$ cat src/design/psu_pkg.sv
// Shared types, constants and lookup functions for the particle state update block.
`default_nettype none
package psu_pkg;

  localparam int unsigned VecW   = 22;   // Q13.8 position and velocity
  localparam int unsigned RampW  = 12;   // Q4.8 ramp position
  localparam int unsigned TimeW  = 32;   // Q16.16 time
  localparam int unsigned StepW  = 16;   // Q0.16 frame step
  localparam int unsigned ColorW = 8;
  localparam int unsigned AlphaW = 8;
  localparam int unsigned GravW  = 14;   // (step*40)>>8 fits here
  localparam int unsigned SumW   = 27;   // wide sums before saturation
  localparam int unsigned ProdW  = VecW + StepW + 1;

  localparam logic [RampW:0]   FireLimit   = 13'd1536;  // 6.0 in Q4.8
  localparam logic [RampW:0]   ExplLimit   = 13'd2048;  // 8.0 in Q4.8
  localparam logic [RampW-1:0] RampTop     = 12'hFFF;
  localparam logic [AlphaW-1:0] AlphaOpaque = 8'hFF;

  localparam logic signed [SumW-1:0] VecMin = -27'sd2097152;
  localparam logic signed [SumW-1:0] VecMax = 27'sd2097151;

  // cfg register indexes
  localparam logic RegNowTime   = 1'b0;
  localparam logic RegFrameStep = 1'b1;

  typedef enum logic [2:0] {
    KIND_STATIC   = 3'd0,
    KIND_GRAV     = 3'd1,
    KIND_SLOWGRAV = 3'd2,
    KIND_FIRE     = 3'd3,
    KIND_EXPLODE  = 3'd4,
    KIND_EXPLODE2 = 3'd5,
    KIND_BLOB     = 3'd6,
    KIND_BLOB2    = 3'd7
  } kind_t;

  // velocity term applied to one axis
  typedef enum logic [1:0] {
    TERM_NONE,
    TERM_ADD_GROWTH,
    TERM_SUB_GROWTH,
    TERM_SUB_DAMP
  } term_op_t;

  typedef enum logic [1:0] {
    GRAV_NONE,
    GRAV_SUB,
    GRAV_ADD
  } grav_op_t;

  typedef struct packed {
    term_op_t term;
    grav_op_t grav;
  } axis_ctl_t;

  typedef struct packed {
    logic [TimeW-1:0] now_time;
    logic [StepW-1:0] frame_step;
  } cfg_t;

  function automatic logic [ColorW-1:0] ramp1_lut(input logic [2:0] idx);
    logic [ColorW-1:0] c;
    case (idx)
      3'd0: c = 8'h6f;
      3'd1: c = 8'h6d;
      3'd2: c = 8'h6b;
      3'd3: c = 8'h69;
      3'd4: c = 8'h67;
      3'd5: c = 8'h65;
      3'd6: c = 8'h63;
      default: c = 8'h61;
    endcase
    return c;
  endfunction

  function automatic logic [ColorW-1:0] ramp2_lut(input logic [2:0] idx);
    logic [ColorW-1:0] c;
    case (idx)
      3'd0: c = 8'h6f;
      3'd1: c = 8'h6e;
      3'd2: c = 8'h6d;
      3'd3: c = 8'h6c;
      3'd4: c = 8'h6b;
      3'd5: c = 8'h6a;
      3'd6: c = 8'h68;
      default: c = 8'h66;
    endcase
    return c;
  endfunction

  function automatic logic [ColorW-1:0] ramp3_lut(input logic [2:0] idx);
    logic [ColorW-1:0] c;
    case (idx)
      3'd0: c = 8'h6d;
      3'd1: c = 8'h6b;
      3'd2: c = 8'h06;
      3'd3: c = 8'h05;
      3'd4: c = 8'h04;
      3'd5: c = 8'h03;
      default: c = 8'h00;
    endcase
    return c;
  endfunction

  function automatic logic signed [VecW-1:0] sat_vec(input logic signed [SumW-1:0] v);
    logic signed [VecW-1:0] r;
    if (v < VecMin) begin
      r = VecMin[VecW-1:0];
    end else if (v > VecMax) begin
      r = VecMax[VecW-1:0];
    end else begin
      r = v[VecW-1:0];
    end
    return r;
  endfunction

endpackage
`default_nettype wire

$ cat src/design/particle_state_update.sv
// Top level: particle record stream in, updated particle record stream out.
//
//  channel | dir | width         | contents
//  in_     | in  | 184 + 3 user  | particle record; tuser = kind
//  out_    | out | 192 + 1 user  | updated record; tuser = alive
//  cfg_    | in  | 32 data, 3 a  | now_time @0x0, frame_step @0x4
//
// One word per cycle sustained while out_tready stays high; a word passes the input
// register, then the result register, with the single 22x17 multiply per axis between them.
// Reset (rst_n low, synchronous) clears both stage valids and the cfg registers.
// A stall on out_tready holds the result register; the input register still
// fills behind it, and in_tready drops only when both stages are full.
`default_nettype none
module particle_state_update (
  input  wire logic         clk,
  input  wire logic         rst_n,
  input  wire logic         in_tvalid,
  output logic              in_tready,
  // pos_x[21:0] pos_y[43:22] pos_z[65:44] vel_x[87:66] vel_y[109:88]
  // vel_z[131:110] ramp[143:132] die_time[175:144] color[183:176]
  input  wire logic [183:0] in_tdata,
  // kind[2:0]
  input  wire logic [2:0]   in_tuser,
  output logic              out_tvalid,
  input  wire logic         out_tready,
  // new_pos_x[21:0] new_pos_y[43:22] new_pos_z[65:44] new_vel_x[87:66]
  // new_vel_y[109:88] new_vel_z[131:110] new_ramp[143:132]
  // new_color[151:144] new_die_time[183:152] alpha[191:184]
  output logic [191:0]      out_tdata,
  // alive[0]
  output logic [0:0]        out_tuser,
  input  wire logic         cfg_psel,
  input  wire logic         cfg_penable,
  input  wire logic         cfg_pwrite,
  input  wire logic [2:0]   cfg_paddr,
  input  wire logic [31:0]  cfg_pwdata,
  output logic [31:0]       cfg_prdata,
  output logic              cfg_pready
);

  psu_pkg::cfg_t cfg;

  // input stage
  logic           in_v_r;
  logic [183:0]   in_data_r;
  psu_pkg::kind_t in_kind_r;

  // result stage
  logic           out_v_r;
  logic [191:0]   out_data_r;
  logic           out_alive_r;

  logic           adv;          // result register may take a new word
  logic [191:0]   res_data_nxt;
  logic           res_alive_nxt;

  logic signed [psu_pkg::VecW-1:0] pos [3];
  logic signed [psu_pkg::VecW-1:0] vel [3];
  logic signed [psu_pkg::VecW-1:0] npos [3];
  logic signed [psu_pkg::VecW-1:0] nvel [3];
  psu_pkg::axis_ctl_t              ctl [3];

  logic [psu_pkg::RampW-1:0]  ramp;
  logic [psu_pkg::TimeW-1:0]  die_time;
  logic [psu_pkg::ColorW-1:0] color;
  logic [psu_pkg::RampW-1:0]  new_ramp;
  logic [psu_pkg::ColorW-1:0] new_color;
  logic [psu_pkg::TimeW-1:0]  new_die_time;
  logic [psu_pkg::AlphaW-1:0] alpha;
  logic [21:0]                step40;
  logic [psu_pkg::GravW-1:0]  grav;
  logic                       dead;

  psu_cfg_regs u_cfg (
    .clk         (clk),
    .rst_n       (rst_n),
    .cfg_psel    (cfg_psel),
    .cfg_penable (cfg_penable),
    .cfg_pwrite  (cfg_pwrite),
    .cfg_paddr   (cfg_paddr),
    .cfg_pwdata  (cfg_pwdata),
    .cfg_prdata  (cfg_prdata),
    .cfg_pready  (cfg_pready),
    .cfg         (cfg)
  );

  // Handshake: a word moves into the result register whenever it is empty or
  // being drained; the input register refills in the same cycle.
  assign adv       = !out_v_r || out_tready;
  assign in_tready = !in_v_r || adv;

  always_ff @(posedge clk) begin
    if (!rst_n) begin
      in_v_r <= 1'b0;
    end else if (in_tready) begin
      in_v_r <= in_tvalid;
    end
  end

  always_ff @(posedge clk) begin
    if (in_tvalid && in_tready) begin
      in_data_r <= in_tdata;
      in_kind_r <= psu_pkg::kind_t'(in_tuser);
    end
  end

  always_ff @(posedge clk) begin
    if (!rst_n) begin
      out_v_r <= 1'b0;
    end else if (adv) begin
      out_v_r <= in_v_r;
    end
  end

  always_ff @(posedge clk) begin
    if (adv && in_v_r) begin
      out_data_r  <= res_data_nxt;
      out_alive_r <= res_alive_nxt;
    end
  end

  // Unpack the held record.
  assign pos[0]   = in_data_r[21:0];
  assign pos[1]   = in_data_r[43:22];
  assign pos[2]   = in_data_r[65:44];
  assign vel[0]   = in_data_r[87:66];
  assign vel[1]   = in_data_r[109:88];
  assign vel[2]   = in_data_r[131:110];
  assign ramp     = in_data_r[143:132];
  assign die_time = in_data_r[175:144];
  assign color    = in_data_r[183:176];

  // grav = (step*40)>>8, built from shifts
  assign step40 = ({6'd0, cfg.frame_step} << 5) + ({6'd0, cfg.frame_step} << 3);
  assign grav   = step40[21:8];

  // Per-kind velocity rules; z alone carries gravity.
  always_comb begin
    for (int i = 0; i < 3; i++) begin
      ctl[i].term = psu_pkg::TERM_NONE;
      ctl[i].grav = psu_pkg::GRAV_NONE;
    end
    case (in_kind_r)
      psu_pkg::KIND_GRAV, psu_pkg::KIND_SLOWGRAV: begin
        ctl[2].grav = psu_pkg::GRAV_SUB;
      end
      psu_pkg::KIND_FIRE: begin
        ctl[2].grav = psu_pkg::GRAV_ADD;
      end
      psu_pkg::KIND_EXPLODE, psu_pkg::KIND_BLOB: begin
        for (int i = 0; i < 3; i++) ctl[i].term = psu_pkg::TERM_ADD_GROWTH;
        ctl[2].grav = psu_pkg::GRAV_SUB;
      end
      psu_pkg::KIND_EXPLODE2: begin
        for (int i = 0; i < 3; i++) ctl[i].term = psu_pkg::TERM_SUB_DAMP;
        ctl[2].grav = psu_pkg::GRAV_SUB;
      end
      psu_pkg::KIND_BLOB2: begin
        ctl[0].term = psu_pkg::TERM_SUB_GROWTH;
        ctl[1].term = psu_pkg::TERM_SUB_GROWTH;
        ctl[2].grav = psu_pkg::GRAV_SUB;
      end
      default: ;
    endcase
  end

  for (genvar a = 0; a < 3; a++) begin : g_axis
    psu_axis u_axis (
      .pos        (pos[a]),
      .vel        (vel[a]),
      .frame_step (cfg.frame_step),
      .grav       (grav),
      .ctl        (ctl[a]),
      .new_pos    (npos[a]),
      .new_vel    (nvel[a])
    );
  end

  psu_ramp u_ramp (
    .ramp         (ramp),
    .kind         (in_kind_r),
    .frame_step   (cfg.frame_step),
    .die_time     (die_time),
    .color        (color),
    .new_ramp     (new_ramp),
    .new_color    (new_color),
    .new_die_time (new_die_time),
    .alpha        (alpha)
  );

  // Expired particle: drop all fields to zero and flag it dead.
  assign dead = die_time < cfg.now_time;

  always_comb begin
    if (dead) begin
      res_data_nxt  = '0;
      res_alive_nxt = 1'b0;
    end else begin
      res_data_nxt  = {alpha, new_die_time, new_color, new_ramp,
                       nvel[2], nvel[1], nvel[0], npos[2], npos[1], npos[0]};
      res_alive_nxt = 1'b1;
    end
  end

  assign out_tvalid   = out_v_r;
  assign out_tdata    = out_data_r;
  assign out_tuser[0] = out_alive_r;

endmodule
`default_nettype wire

$ cat src/design/psu_cfg_regs.sv
// Configuration registers behind the APB-style port.
`default_nettype none
module psu_cfg_regs (
  input  wire logic                       clk,
  input  wire logic                       rst_n,
  input  wire logic                       cfg_psel,
  input  wire logic                       cfg_penable,
  input  wire logic                       cfg_pwrite,
  input  wire logic [2:0]                 cfg_paddr,
  input  wire logic [31:0]                cfg_pwdata,
  output logic      [31:0]                cfg_prdata,
  output logic                            cfg_pready,
  output psu_pkg::cfg_t                   cfg
);

  logic [psu_pkg::TimeW-1:0] now_time_r;
  logic [psu_pkg::StepW-1:0] frame_step_r;
  logic                      wr_en;

  assign cfg_pready = 1'b1;
  assign wr_en      = cfg_psel & cfg_penable & cfg_pwrite & cfg_pready;

  always_ff @(posedge clk) begin
    if (!rst_n) begin
      now_time_r   <= '0;
      frame_step_r <= '0;
    end else if (wr_en) begin
      case (cfg_paddr[2])
        psu_pkg::RegNowTime:   now_time_r   <= cfg_pwdata;
        psu_pkg::RegFrameStep: frame_step_r <= cfg_pwdata[psu_pkg::StepW-1:0];
        default: ;
      endcase
    end
  end

  always_comb begin
    case (cfg_paddr[2])
      psu_pkg::RegNowTime:   cfg_prdata = now_time_r;
      psu_pkg::RegFrameStep: cfg_prdata = {16'd0, frame_step_r};
      default:               cfg_prdata = '0;
    endcase
  end

  assign cfg.now_time   = now_time_r;
  assign cfg.frame_step = frame_step_r;

endmodule
`default_nettype wire

$ cat src/design/psu_axis.sv
// One axis: move position by velocity*step, apply velocity term and gravity, saturate.
`default_nettype none
module psu_axis (
  input  wire logic signed [psu_pkg::VecW-1:0]  pos,
  input  wire logic signed [psu_pkg::VecW-1:0]  vel,
  input  wire logic        [psu_pkg::StepW-1:0] frame_step,
  input  wire logic        [psu_pkg::GravW-1:0] grav,
  input  wire psu_pkg::axis_ctl_t               ctl,
  output logic signed      [psu_pkg::VecW-1:0]  new_pos,
  output logic signed      [psu_pkg::VecW-1:0]  new_vel
);

  logic signed [psu_pkg::StepW:0]     step_s;
  logic signed [psu_pkg::ProdW-1:0]   prod;
  logic signed [psu_pkg::SumW-1:0]    move;     // floor(v*st / 2^16)
  logic signed [psu_pkg::SumW-1:0]    growth;   // floor(4*v*st / 2^16)
  logic signed [psu_pkg::SumW-1:0]    term;
  logic signed [psu_pkg::SumW-1:0]    gterm;
  logic signed [psu_pkg::SumW-1:0]    pos_sum;
  logic signed [psu_pkg::SumW-1:0]    vel_sum;

  assign step_s = signed'({1'b0, frame_step});
  assign prod   = psu_pkg::ProdW'(vel) * psu_pkg::ProdW'(step_s);

  // arithmetic shift floors toward minus infinity
  assign move   = psu_pkg::SumW'(signed'(prod[psu_pkg::ProdW-1:16]));
  assign growth = psu_pkg::SumW'(signed'(prod[psu_pkg::ProdW-1:14]));

  always_comb begin
    case (ctl.term)
      psu_pkg::TERM_ADD_GROWTH: term = growth;
      psu_pkg::TERM_SUB_GROWTH: term = -growth;
      psu_pkg::TERM_SUB_DAMP:   term = -move;
      default:                  term = '0;
    endcase
  end

  always_comb begin
    case (ctl.grav)
      psu_pkg::GRAV_ADD: gterm = signed'(psu_pkg::SumW'(grav));
      psu_pkg::GRAV_SUB: gterm = -signed'(psu_pkg::SumW'(grav));
      default:           gterm = '0;
    endcase
  end

  assign pos_sum = psu_pkg::SumW'(pos) + move;
  assign vel_sum = psu_pkg::SumW'(vel) + term + gterm;

  assign new_pos = psu_pkg::sat_vec(pos_sum);
  assign new_vel = psu_pkg::sat_vec(vel_sum);

endmodule
`default_nettype wire

$ cat src/design/psu_ramp.sv
// Ramp advance, color lookup, ramp expiry and fire opacity.
`default_nettype none
module psu_ramp (
  input  wire logic [psu_pkg::RampW-1:0]  ramp,
  input  wire psu_pkg::kind_t             kind,
  input  wire logic [psu_pkg::StepW-1:0]  frame_step,
  input  wire logic [psu_pkg::TimeW-1:0]  die_time,
  input  wire logic [psu_pkg::ColorW-1:0] color,
  output logic      [psu_pkg::RampW-1:0]  new_ramp,
  output logic      [psu_pkg::ColorW-1:0] new_color,
  output logic      [psu_pkg::TimeW-1:0]  new_die_time,
  output logic      [psu_pkg::AlphaW-1:0] alpha
);

  logic [19:0]                 step5, step10, step15;
  logic [psu_pkg::RampW-1:0]   inc;
  logic [psu_pkg::RampW:0]     limit;
  logic [psu_pkg::RampW:0]     sum;
  logic [psu_pkg::ColorW-1:0]  lut_color;
  logic                        ramp_kind;
  logic [10:0]                 fire_left;
  logic [16:0]                 fire_scaled;

  assign step5  = ({4'd0, frame_step} << 2) + {4'd0, frame_step};
  assign step10 = step5 << 1;
  assign step15 = step10 + step5;

  always_comb begin
    ramp_kind = 1'b1;
    inc       = '0;
    limit     = psu_pkg::ExplLimit;
    lut_color = color;
    case (kind)
      psu_pkg::KIND_FIRE: begin
        inc       = {1'b0, step5[18:8]};
        limit     = psu_pkg::FireLimit;
        lut_color = psu_pkg::ramp3_lut(sum[10:8]);
      end
      psu_pkg::KIND_EXPLODE: begin
        inc       = step10[19:8];
        lut_color = psu_pkg::ramp1_lut(sum[10:8]);
      end
      psu_pkg::KIND_EXPLODE2: begin
        inc       = step15[19:8];
        lut_color = psu_pkg::ramp2_lut(sum[10:8]);
      end
      default: ramp_kind = 1'b0;
    endcase
  end

  assign sum = {1'b0, ramp} + {1'b0, inc};

  always_comb begin
    new_ramp     = ramp;
    new_color    = color;
    new_die_time = die_time;
    if (ramp_kind) begin
      new_ramp = sum[psu_pkg::RampW] ? psu_pkg::RampTop : sum[psu_pkg::RampW-1:0];
      if (sum >= limit) begin
        new_die_time = '0;
      end else begin
        new_color = lut_color;
      end
    end
  end

  // 255*(1536-r)/1536 reduces to 85*(1536-r)/512
  assign fire_left   = 11'(psu_pkg::FireLimit - {1'b0, ramp});
  assign fire_scaled = 17'(fire_left) * 17'd85;

  always_comb begin
    if (kind != psu_pkg::KIND_FIRE) begin
      alpha = psu_pkg::AlphaOpaque;
    end else if ({1'b0, ramp} > psu_pkg::FireLimit) begin
      alpha = '0;
    end else begin
      alpha = fire_scaled[16:9];
    end
  end

endmodule
`default_nettype wire

$ cat config.mk
export PLATFORM = sky130hd
export DESIGN_NAME = particle_state_update
export DESIGN_NICKNAME = d
export VERILOG_FILES = /design/src/design/psu_pkg.sv /design/src/design/particle_state_update.sv /design/src/design/psu_cfg_regs.sv /design/src/design/psu_axis.sv /design/src/design/psu_ramp.sv
export SDC_FILE = /design/constraint.sdc
export NUM_CORES = 2
export LEC_CHECK = 0
export BUFFER_PORTS_ARGS = -buffer_cell sky130_fd_sc_hd__buf_2
export CAP_MARGIN = 20
export CORE_ASPECT_RATIO = 1.4
export CORE_UTILIZATION = 35
export DETAILED_ROUTE_END_ITERATION = 10
export PLACE_DENSITY_LB_ADDON = 0.1
export SYNTH_ARGS = -nofsm -noshare
export SYNTH_HDL_FRONTEND = slang
export SYNTH_SLANG_ARGS = --single-unit
$ cat constraint.sdc
create_clock -name clk -period 13.27 [get_ports clk]
set_input_delay 3.981 -clock clk [delete_from_list [all_inputs] [get_ports clk]]
set_output_delay 3.981 -clock clk [all_outputs]
set_load 0.01 [all_outputs]
==> impl_metrics.env <==
export IMPL_status="finished, final reports clean"
export IMPL_min_period_ps=12050
export IMPL_clock_path_buffers=3
export IMPL_fp_dieW_um=377
export IMPL_dp_hpwl_um=172000
export IMPL_gp_congestion=0.885
export IMPL_clockRootBuffer="clkbuf_16"
export IMPL_worst_path_most_repeated_cell="fa_1"
export IMPL_hp_class="register to register"
export IMPL_layout_common_cells="inv_1, fa_1, nand2_1, ha_1, and2_1"
export IMPL_postCtsSetupBuffers=0
export IMPL_met3_usage_pct=1.95
export IMPL_drive_above_1_share_pct=9.87
export IMPL_gr_usage_met2_pct=41.5
export IMPL_async_flop_share_pct=0
export IMPL_fin_util_pct=38.9
export IMPL_rows=192
export IMPL_yosys_warnings=0
export IMPL_seq_area_frac_synth_pct=18.0
export IMPL_cts_resized=0
export IMPL_drt_iter0_markers=2388
export IMPL_setup_ws_ps=1220
export IMPL_numCtsBuffers=50
export IMPL_pin_count=457
export IMPL_tns_ps=0
export IMPL_antenna_left=0
export IMPL_max_slew_margin_pct=26.4
export IMPL_wl_um=216000
export IMPL_ys_flop_type="edfxtp_1"
export IMPL_grtUsageTotal_pct=22.1
export IMPL_synth_top_area_share_pct=31.6
export IMPL_grt_pass1_vias=56900
export IMPL_met1_usage_pct=26.8
export IMPL_ys_top_cells_by_area="fa_1, edfxtp_1, ha_1"
export IMPL_yosys_area_top_type="fa_1"
export IMPL_setup_viol=0
export IMPL_routedWlPerCell_um=20.8
export IMPL_nNetsFinal=9614
export IMPL_die_h_um=527
export IMPL_syn_to_final_growth_pct=10.4
export IMPL_vdd_drop_max_mv=0.123
export IMPL_final_hold_viol_count=0
export IMPL_clock_sinks=430
export IMPL_worstMarginPinSlew_ps=1100
export IMPL_worstPathMaxFanout=23
export IMPL_maxCapViolCount=0
export IMPL_coreArea_um2=196000
export IMPL_firstDrtPassIters=7
export IMPL_grt_busiest_layer="met2"
export IMPL_critPathSlowestCell="dfxtp_2"
export IMPL_cp_end_kind="register"
export IMPL_route_detailed_drc=0
export IMPL_synthCells=7414
export IMPL_syn_num_nets=9299
export IMPL_cts_tree="done"
export IMPL_cts_clk_slew_worst_paths_ps=70
export IMPL_worstPathArrival_ps=12550
export IMPL_fin_skew_ps=56.7
export IMPL_dp_slack_ps=1260
export IMPL_synth_edf_count=380
export IMPL_final_common_cell="inv_1"
export IMPL_clk_latency_ps=730
export IMPL_path_class="register to register"
export IMPL_cts_max_level=2
export IMPL_fin_crit_sh_pct=90.8
export IMPL_rsz0062_at_grt="no"
export IMPL_p_leak_nw=36.6
export IMPL_dieArea_um2=199000
export IMPL_grt_max_degree=99
export IMPL_gr_total_overflow=0
export IMPL_syn_area_um2=69000
export IMPL_start_util_pct=35.3
export IMPL_antenna_found_initial=13
export IMPL_critPathRequiredTime_ps=13770
export IMPL_synth_distinct_cells=104
export IMPL_io_buffer_count=453
export IMPL_cts_hold_buffers=0
export IMPL_synth_seq_cells=430
export IMPL_p_total_mw=6.42
export IMPL_p_per_area_nw_per_um2=84.2
export IMPL_grt_pass1_wl_um=337000
export IMPL_cp_start_kind="register"
export IMPL_clock_fmax_mhz=83.0
export IMPL_drv_slew=0
export IMPL_postSynthAreaPerCell_um2=9.31
export IMPL_max_stage_delay_ps=840
export IMPL_viasPerCell=5.03
export IMPL_routed_via_count=52300
cell type report:
type                       count  area [µm²]
antenna                        5        12.5
clock buffer                  60        1330
clock inverter                32         374
fill                       19900      120000
inverter                    1289        4840
multi-input combinational   5369       50600
sequential                   430       12400
tap                         2619        3280
timing repair buffer         589        3370
metrics by stage:
step                std cells  hold WS, ps  area, µm²
finish                  10400          466      76200
floorplan                7414          443      69000
global placement        10300          455      74500
detailed placement      10300          460      74500
CTS                     10400          469      76200
global route            10400          485      76200
flip-flops by register name (all words and copies together), names as in the netlist:
register,count
out_tuser,1
u_cfg.now_time_r,32
u_cfg.frame_step_r,16
in_data_r,184
out_tdata,192
out_tvalid,1
in_v_r,1
in_kind_r,3
worst max-delay path: cells and delay by family, from the launching register on:
kind / cells / cell delay (ps)
and+or+nand+nor: 8 / 2490
adders and majority gates: 8 / 3930
xor gates and xnor gates: 3 / 1170
buffers and inverters: 4 / 550
AOI/OAI and AO/OA: 12 / 2780
DFF: 1 / 840
worst paths after layout:
path,startpoint,end,slack [ps],cells after the start
worst max-delay path,u_cfg.frame_step_r[8],out_tdata[91],1220,35
worst min-delay path,u_cfg.now_time_r[2],u_cfg.now_time_r[2],470,2
worst max register to register,u_cfg.frame_step_r[8],out_tdata[91],1220,35
worst min register to register,u_cfg.now_time_r[2],u_cfg.now_time_r[2],470,2
layer usage:
metal  up-vias  routed length [µm]
met5         -                  50
li1      24400                   -
met4         8                5600
met2       927              114000
met3       243                6700
met1     26700               89100
power by group:
group          internal [mW]  switching, mW  total, mW
clock                  0.821          0.667       1.49
combinational           1.26           1.89       3.15
sequential              1.68          0.108       1.78
cell usage after synthesis, types with 12 or more instances:
cell,number
and3_1,44
xor2_1,120
o21a_1,117
a21boi_0,68
and2_1,501
ha_1,568
nor2_1,279
dfxtp_1,50
a21o_1,113
nor3_1,85
edfxtp_1,380
a211oi_1,29
o211ai_1,27
fa_1,1088
a21oi_1,275
nand2b_1,52
a21boi_1,32
o31a_1,12
o21bai_1,31
o31ai_1,20
nand4_1,19
mux2i_1,19
nand3b_1,14
clkbuf_1,309
o22ai_1,28
or3_1,29
inv_1,1287
nor2b_1,43
buf_2,13
nand2_1,916
a31oi_1,60
o21ai_0,212
nand3_1,82
or2_2,20
a22oi_1,27
nor4_1,20
xnor2_1,211
kinds of logic after synthesis:
group | after synthesis | synth area share, %
fa+ha+maj | 1656 | 41.9
mux | 22 | 0.324
buf+inv | 1615 | 8.83
simple gates | 2163 | 15.3
other cells | 1 | 0.00543
compound gates | 1194 | 11.5
xor+xnor | 333 | 4.25
flops | 430 | 18.0
Note: power is estimated with default switching activity, not from simulation.
